### config.mk
export PLATFORM = sky130hd
export DESIGN_NAME = adc_ladder_key_decoder_core
export DESIGN_NICKNAME = d
export VERILOG_FILES = /design/src/design/alkd_pkg.sv /design/src/design/adc_ladder_key_decoder_core.sv /design/src/design/alkd_classify.sv
export SDC_FILE = /design/constraint.sdc
export NUM_CORES = 1
export LEC_CHECK = 0
export BUFFER_PORTS_ARGS = -buffer_cell sky130_fd_sc_hd__buf_2
export CORE_UTILIZATION = 36
export CTS_CLUSTER_DIAMETER = 50
export CTS_CLUSTER_SIZE = 16
export DETAILED_ROUTE_END_ITERATION = 6
export PLACE_DENSITY = 0.64
export SETUP_SLACK_MARGIN = 0.15
export SYNTH_ARGS = -nofsm -noshare
export SYNTH_HDL_FRONTEND = slang
export SYNTH_SLANG_ARGS = --single-unit
### constraint.sdc
create_clock -name clk -period 4.8 [get_ports clk]
set_input_delay 0.24 -clock clk [delete_from_list [all_inputs] [get_ports clk]]
set_output_delay 0.24 -clock clk [all_outputs]
set_load 0.05 [all_outputs]
### src/design/alkd_pkg.sv
// Shared types, key codes, window bounds and register indexes for the ladder key decoder.
package alkd_pkg;

  localparam int SampleWidth = 16;
  localparam int KeyWidth    = 3;
  localparam int CfgIdxWidth = 1;

  typedef logic [SampleWidth-1:0] sample_t;
  typedef logic [KeyWidth-1:0]    key_t;
  typedef logic [CfgIdxWidth-1:0] cfg_idx_t;

  localparam key_t KC_NONE  = 3'd0;
  localparam key_t KC_POWER = 3'd1;
  localparam key_t KC_MODE  = 3'd2;
  localparam key_t KC_SET   = 3'd3;
  localparam key_t KC_PRINT = 3'd4;
  localparam key_t KC_TARE  = 3'd5;
  localparam key_t KC_CAL   = 3'd6;

  localparam cfg_idx_t CFG_KEYS_ENABLED  = 1'b0;
  localparam cfg_idx_t CFG_RELEASE_LEVEL = 1'b1;

  localparam sample_t RELEASE_LEVEL_RST = 16'h2000;

  // Window bounds, both exclusive.
  localparam sample_t POWER_LO = 16'h2A00;
  localparam sample_t POWER_HI = 16'h2EFF;
  localparam sample_t MODE_LO  = 16'h5400;
  localparam sample_t MODE_HI  = 16'h55FF;
  localparam sample_t SET_LO   = 16'hFD00;
  localparam sample_t SET_HI   = 16'hFEFF;
  localparam sample_t PRINT_LO = 16'h7A00;
  localparam sample_t PRINT_HI = 16'h7CFF;
  localparam sample_t TARE_LO  = 16'hA100;
  localparam sample_t TARE_HI  = 16'hA3FF;
  localparam sample_t CAL_LO   = 16'hCC00;
  localparam sample_t CAL_HI   = 16'hCDFF;

  function automatic logic in_window(sample_t s, sample_t lo, sample_t hi);
    return (s > lo) && (s < hi);
  endfunction

endpackage

### src/design/adc_ladder_key_decoder_core.sv
// Top level of the ladder key decoder: input register, classify and debounce, result register.
//
//   channel | dir | handshake            | payload
//   s_*     | in  | s_tvalid / s_tready  | s_tdata[15:0] sample
//   m_*     | out | m_tvalid / m_tready  | m_tdata[2:0] key_code
//   cfg_*   | in  | cfg_valid / cfg_ready| cfg_index, cfg_data[15:0]
//
// One beat in, one beat out; a new sample can be taken every cycle while the result is not stalled.
// A sample passes the input register, then the history/latch update into the result register.
// Reset (rst, synchronous) clears history, latch, report and both valid flags;
// s_tready and cfg_ready stay low during reset, and cfg_ready is high otherwise.
// A stalled result holds in the output register; the input register still takes a beat only if it is empty.
module adc_ladder_key_decoder_core import alkd_pkg::*; (
  input  logic       clk,
  input  logic       rst,
  input  logic       s_tvalid,
  output logic       s_tready,
  input  logic [15:0] s_tdata,   // [15:0] sample
  output logic       m_tvalid,
  input  logic       m_tready,
  output logic [7:0] m_tdata,    // [2:0] key_code, [7:3] zero
  input  logic       cfg_valid,
  output logic       cfg_ready,
  input  cfg_idx_t   cfg_index,
  input  logic [15:0] cfg_data
);

  logic    keys_enabled;
  sample_t release_level;

  sample_t sample_q;
  logic    in_valid;
  logic    advance;

  key_t    key_history [3];
  logic    press_latched;
  key_t    held_report;
  key_t    key_match;

  key_t    held_report_next;
  logic    press_latched_next;
  logic    shift_history;

  assign cfg_ready = !rst;

  always_ff @(posedge clk) begin
    if (rst) begin
      keys_enabled  <= 1'b0;
      release_level <= RELEASE_LEVEL_RST;
    end else if (cfg_valid) begin
      case (cfg_index)
        CFG_KEYS_ENABLED:  keys_enabled  <= cfg_data[0];
        CFG_RELEASE_LEVEL: release_level <= cfg_data;
        default: ;
      endcase
    end
  end

  // Move the input beat on whenever the result register is free or being drained.
  assign advance  = in_valid && (!m_tvalid || m_tready);
  assign s_tready = !rst && (!in_valid || advance);

  always_ff @(posedge clk) begin
    if (rst) begin
      in_valid <= 1'b0;
    end else if (s_tready) begin
      in_valid <= s_tvalid;
    end
  end

  always_ff @(posedge clk) begin
    if (s_tready && s_tvalid) begin
      sample_q <= s_tdata;
    end
  end

  alkd_classify u_classify (
    .sample       (sample_q),
    .keys_enabled (keys_enabled),
    .key_code     (key_match)
  );

  always_comb begin
    held_report_next   = held_report;
    press_latched_next = press_latched;
    shift_history      = 1'b0;
    if (sample_q < release_level) begin
      held_report_next   = KC_NONE;
      press_latched_next = 1'b0;
    end else if (sample_q > release_level && !press_latched) begin
      if (key_match != KC_NONE) begin
        shift_history = 1'b1;
        if (key_history[0] == key_match && key_history[1] == key_match) begin
          held_report_next   = key_match;
          press_latched_next = 1'b1;
        end
      end
    end else begin
      held_report_next = KC_NONE;
    end
  end

  always_ff @(posedge clk) begin
    if (rst) begin
      key_history[0] <= KC_NONE;
      key_history[1] <= KC_NONE;
      key_history[2] <= KC_NONE;
      press_latched  <= 1'b0;
      held_report    <= KC_NONE;
    end else if (advance) begin
      press_latched <= press_latched_next;
      held_report   <= held_report_next;
      if (shift_history) begin
        key_history[2] <= key_history[1];
        key_history[1] <= key_history[0];
        key_history[0] <= key_match;
      end
    end
  end

  always_ff @(posedge clk) begin
    if (rst) begin
      m_tvalid <= 1'b0;
    end else if (advance) begin
      m_tvalid <= 1'b1;
    end else if (m_tready) begin
      m_tvalid <= 1'b0;
    end
  end

  assign m_tdata = {5'b0, held_report};

  a_reset_empties: assert property (@(posedge clk) rst |=> !m_tvalid && !in_valid)
    else $error("output or input stage valid after reset");

  a_report_needs_latch: assert property (@(posedge clk) disable iff (rst)
    held_report != KC_NONE |-> press_latched)
    else $error("key reported without latch set");

  a_latch_rise_reports: assert property (@(posedge clk) disable iff (rst)
    $rose(press_latched) |-> m_tvalid && held_report != KC_NONE
      && held_report == key_history[0])
    else $error("latch set without a key report");

  a_latched_history_frozen: assert property (@(posedge clk) disable iff (rst)
    $past(press_latched) && press_latched |-> $stable(key_history[0]))
    else $error("history moved while latched");

  a_result_hold_on_stall: assert property (@(posedge clk) disable iff (rst)
    m_tvalid && !m_tready |=> m_tvalid && $stable(held_report))
    else $error("stalled result changed");

endmodule

### src/design/alkd_classify.sv
// Window classifier: maps one ladder sample to a key code.
module alkd_classify import alkd_pkg::*; (
  input  sample_t sample,
  input  logic    keys_enabled,
  output key_t    key_code
);

  always_comb begin
    key_code = KC_NONE;
    if (in_window(sample, POWER_LO, POWER_HI)) begin
      key_code = KC_POWER;
    end else if (keys_enabled) begin
      if (in_window(sample, MODE_LO, MODE_HI)) begin
        key_code = KC_MODE;
      end else if (in_window(sample, SET_LO, SET_HI)) begin
        key_code = KC_SET;
      end else if (in_window(sample, PRINT_LO, PRINT_HI)) begin
        key_code = KC_PRINT;
      end else if (in_window(sample, TARE_LO, TARE_HI)) begin
        key_code = KC_TARE;
      end else if (in_window(sample, CAL_LO, CAL_HI)) begin
        key_code = KC_CAL;
      end
    end
  end

endmodule

---- Yosys cells after proc, flatten, opt, wreduce, memory -nomap -nowiden ----
Memory sizes are Yosys's and may differ from the RTL's.
Cells that the tools add are included.
storage, ports and cells
  flip-flop bits (word level) ............. 39
  latch bits .............................. 0
  memory bits (writable) .................. 9
  memory bits (read-only) ................. 0
  input bits .............................. 38
  output and inout port bits .............. 11
  logic and storage cells ................. 85
  memories kept ........................... 1
memories
  memory       depth  bits a word  rd ports  clocked after Yosys merged registers in  wr ports  RTL line                           RTL
  key_history  3      3            2         0                                        3         adc_ladder_key_decoder_core.sv:35  key_t key_history [3];
operators by class
  $add $sub $neg .......................... 0
  multipliers ............................. 0
  div/mod/pow operators ................... 0
  magnitude comparators ................... 14
  eq/ne operators ......................... 4
  shift-type cells ........................ 0
  multiplexer cells ....................... 29
  bitwise gates (word level) .............. 4
  reduce and logical (&&, ||, !) cells .... 26
operators by type and width
  kind                                                                                number
  16-bit greater-than comparator (second input constant)                              3
  16-bit less-than comparator (second input constant)                                 3
  3-bit 2-to-1 mux                                                                    14
  16-bit by 15-bit greater-than comparator with 1-bit output (second input constant)  2
  16-bit by 15-bit less-than comparator with 1-bit output (second input constant)     2
  16-bit by 14-bit greater-than comparator with 1-bit output (second input constant)  1
  16-bit greater-than comparator                                                      1
  16-bit by 14-bit less-than comparator with 1-bit output (second input constant)     1
  16-bit less-than comparator                                                         1
  1-bit 2-to-1 mux                                                                    15
  1-bit logical AND                                                                   11
  2-bit nonzero test                                                                  4
  3-bit equality test                                                                 2
  3-bit by 2-bit != test with 1-bit output (second input constant)                    2
  1-bit zero test                                                                     4
  2-bit AND reduction                                                                 2
  4-bit AND reduction                                                                 1
  1-bit bitwise OR                                                                    3
  3-bit AND reduction                                                                 1
  3-bit nonzero test                                                                  1
  1-bit logical OR                                                                    2
  1-bit inverter                                                                      1

---- Longest topological paths before layout ----
  word-level depth ........................ 18
  depth in mapped cells ................... 10
  depth with buffers taken out ............ 10

---- Hierarchy ----
From an unflattened synthesis, not the netlist that was laid out.
second synthesis, totals
  cells, all modules ...................... 252
  area, all modules ....................... 2,407.3 µm²
by module, submodules not included
  module                       instances  cells each  area an instance (µm²)  seq. area each (µm²)
  adc_ladder_key_decoder_core  1          213         2,113.3                 1,121.1
  alkd_classify                1          39          294.0                   0.0

---- Worst setup path before layout ----
Ideal clock, no wire load.
  path kind ............................... register to register
  from .................................... reg sample_q[6]
  to ...................................... reg press_latched
  data arrival time ....................... 2.544 ns
  data required time ...................... 4.681 ns
  setup slack ............................. 2.137 ns
  cell stages (with the launch flop) ...... 9
  buffers on the path ..................... 0
  period minus slack after synthesis ...... 2.663 ns
  cells stage by stage .................... edfxtp_1 -> or4_4 -> nor3_2 -> o32ai_1 -> or3_1 -> o311a_1 -> a32o_1 -> and3_2 -> o221a_2
between the ends
  longest elaborated chain between the ends .. 13
  elaborated cells between the ends (all ways) .. 37
ends and longest elaborated chain
  what                                                                           RTL line                            RTL
  start: declaration                                                             adc_ladder_key_decoder_core.sv:31   sample_t sample_q;
  start signal: assignment                                                       adc_ladder_key_decoder_core.sv:73   sample_q <= s_tdata;
  16-bit greater-than comparator or 16-bit less-than comparator (tied branches)  alkd_pkg.sv:40                      return (s > lo) && (s < hi);
  1-bit logical AND                                                              alkd_pkg.sv:40
  3-bit 2-to-1 mux                                                               alkd_classify.sv:21                 end else if (in_window(sample, CAL_LO, CAL_HI)) begin
  3-bit 2-to-1 mux                                                               alkd_classify.sv:19                 end else if (in_window(sample, TARE_LO, TARE_HI)) begin
  3-bit 2-to-1 mux                                                               alkd_classify.sv:17                 end else if (in_window(sample, PRINT_LO, PRINT_HI)) begin
  3-bit 2-to-1 mux                                                               alkd_classify.sv:15                 end else if (in_window(sample, SET_LO, SET_HI)) begin
  3-bit 2-to-1 mux                                                               alkd_classify.sv:13                 if (in_window(sample, MODE_LO, MODE_HI)) begin
  3-bit 2-to-1 mux                                                               alkd_classify.sv:12                 end else if (keys_enabled) begin
  3-bit 2-to-1 mux                                                               alkd_classify.sv:10                 if (in_window(sample, POWER_LO, POWER_HI)) begin
  3-bit equality test                                                            adc_ladder_key_decoder_core.sv:93   if (key_history[0] == key_match && key_history[1] == key_match) begin
  1-bit logical AND                                                              adc_ladder_key_decoder_core.sv:93
  2-bit nonzero test (no source line)                                            -
  4-bit AND reduction (no source line)                                           -
  end signal: assignment                                                         adc_ladder_key_decoder_core.sv:111  press_latched <= press_latched_next;
  end: declaration                                                               adc_ladder_key_decoder_core.sv:36   logic press_latched;
Several ways; a longest one is shown, not always the timed one.
A chain may end at the register's enable or synchronous reset.

---- Worst setup path in the final report ----
Ends and elaborated chain as after synthesis.

==> run metrics <==
outcome finished, violations left; failing checks design-rule violations; DP Area 2715 µm²; io pins 49; DRC 3; DP Cell Count 376; Final Hold Viols 0; # Post-CTS Setup Buffers 0; ranking of synthesized cells by area edfxtp_1 27%, dfxtp_1 19%, ha_1 8.2%; GRT overflow 0; WL per Instance 13.03 µm; Final Critical Period 2.921 ns; YS warnings 0; CP startpoint kind flip-flop; fin crit share 60.85%; PortBufs 43; Num CTS Buffers 5; CTS sink count 45; Avg Inst Size Synth 9.310 µm²; initial antenna violation count 0; total number of vias 1,963; RSZ-0062 raised after global routing false; initial core utilization 37.91%; WHS Endpoint sample_q[14]$_DFFE_PP_; critical path required time 4.99 ns; Hold Buf Count CTS 0; Root Driver clkbuf_8; Synth Instances 263; Hold Crit Class in2reg; vias per inst 5.112; Critical path origin sample_q[6]$_DFFE_PP_; actual slew at the worst max-slew pin 0.7522 ns; GPL Wtd Cong 0.8554; first-pass GRT wire length 8.562 mm; standard-cell rows 29; worst-path fanout max 5; FF-to-FF End press_latched$_SDFFE_PP0P_; CTS clk-pin slew, worst paths 0.09 ns; WL final 5.003 mm; Final Setup Violations 0; core region area 6459 µm²; Final #Nets 360; asr flop ratio synth 0%; maximum VDD drop 0.1629 mV; PostCTS Resize Cnt 0; WS Path Type reg2reg; r2r startpoint sample_q[6]$_DFFE_PP_; Crit. End Element flip-flop; crit path DAT 3.12 ns; top cell type's share of synthesized area 26.98%; sequential fraction of the synthesis area 45.78%; maximum buffer depth of the clock tree 2; post-synth top area cell edfxtp_1; TritonCTS clock tree yes; share of cells above drive strength 1 20.85%; ys flop type dfxtp_1; ant diodes 0; synthesized flop and latch total 45; non-filler cells, final 384; Relative slew margins 49.22%; post-layout instance area 2831 µm²; worst-skew pair later-pin latency 0.30 ns; r2r setup slk 1.88 ns; Cell Area, Synth 2449 µm²; most frequent cells in the layout 43 x nand2_1, 43 x buf_2, 29 x a21oi_1, 23 x dfxtp_1, 22 x edfxtp_1; Pwr Total 0.8238 mW; HPWL Detailed 3.906 mm; Post-synth EDFFs 22; Die Y 84.47 µm; hold path depth 1; Distinct cells, synth 48; Pleak 1.123 nW; Fin Setup TNS 0 ns; synthesis-to-layout area growth 15.64%; number of global-route vias before repair 1,819; Iter 0 DRT Violations 118; number of max-cap violations 0; FMAX 0.3424 GHz; Power Density 290.9 nW/µm²; die width 84.47 µm; CTS H-Tree Depth 2; Slew Viols, Final 0; total track usage 15.27%; HP Start s_tdata[14]; Pre-antenna DRT Iters 6; die area 7135 µm²; r2r worst-path depth 8; Detail Route Antenna Nets 0; largest net degree at the start of global routing 25; skew final 0.007245 ns
==> kinds of logic after synthesis <==
group	count (synthesis)	synth area share, %
and+or+nand+nor	108	22.23
AOI/OAI and AO/OA	58	17.02
adders and majority gates	16	8.176
DFF	45	45.78
other	1	0.1531
muxes	2	0.8176
buffers and inverters	33	5.825
==> layer usage <==
| layer | part of all wire [%] | wire (µm) | GRT usage (%) |
|---|---|---|---|
| met5 | 0 | 0 | 0 |
| met4 | 1.3 | 65 | 6.009 |
| met3 | 4.1 | 207 | 2.950 |
| met2 | 45 | 2236 | 23.77 |
| met1 | 50 | 2493 | 21.03 |
==> through the flow <==
| stage | util [%] | setup slack, ns | hold slack, ns |
|---|---|---|---|
| detailed placement | 42.04 | 1.917 | 0.4181 |
| global placement | 42.04 | 2.006 | 0.4160 |
| global route | 43.84 | 1.654 | 0.08620 |
| CTS | 43.84 | 1.881 | 0.09713 |
| finish | 43.84 | 1.879 | 0.1045 |
| floorplan | - | 2.137 | 0.3389 |
==> area by class of cell <==
| type | count | area, µm² |
|---|---|---|
| clock buffers | 5 | 68.82 |
| clock inverters | 3 | 47.55 |
| fillers | 655 | 3627 |
| inverters | 22 | 82.58 |
| multi-input cells | 189 | 1200 |
| flip-flops and latches | 45 | 1121 |
| well taps | 77 | 96.34 |
| repair buffers | 43 | 215.2 |
==> critical path: stages, from the launching register on <==
cell and delay [ns]:
edfxtp_1 0.43, or4_4 0.59, nor3_2 0.21, o32ai_1 0.11, o311ai_0 0.69, nor2_1 0.11, o21a_2 0.25, and3_2 0.19
o221a_2 0.23
==> flip-flops by register name, indices dropped and copies added, names as in the netlist <==
register,cells
in_valid,1
sample_q,16
held_report,3
m_tvalid,1
release_level,16
keys_enabled,1
press_latched,1
key_history,6
==> Yosys cell counts (2+ instances only) <==
master	number
nand2_1	43
nor4_1	3
nor2b_1	5
inv_1	21
o21ai_0	4
mux2i_1	2
o31ai_1	2
a21oi_1	29
buf_4	5
o311ai_0	2
or4_4	2
o311ai_4	2
and3_1	2
clkbuf_1	6
nor3b_1	2
nor2_1	14
nand4_1	11
nand3_1	6
dfxtp_1	23
nor3_1	4
o211ai_1	5
ha_1	16
edfxtp_1	22
and2_1	8
==> worst max path at each step <==
stage	end	slack, ns
after floorplan	press_latched$_SDFFE_PP0P_	2.14
after global placement	press_latched$_SDFFE_PP0P_	2.01
after detailed placement	press_latched$_SDFFE_PP0P_	1.92
after CTS	press_latched$_SDFFE_PP0P_	1.88
after global routing	held_report[0]$_SDFFE_PP0P_	1.65
final	press_latched$_SDFFE_PP0P_	1.88
==> report_power, final <==
| part | leakage [nW] | switching [mW] | internal (mW) |
|---|---|---|---|
| clock | 0.0591 | 0.139 | 0.159 |
| sequential | 0.400 | 0.0127 | 0.419 |
| combinational | 0.664 | 0.0597 | 0.0345 |
Power figures use the tool's default switching activity.
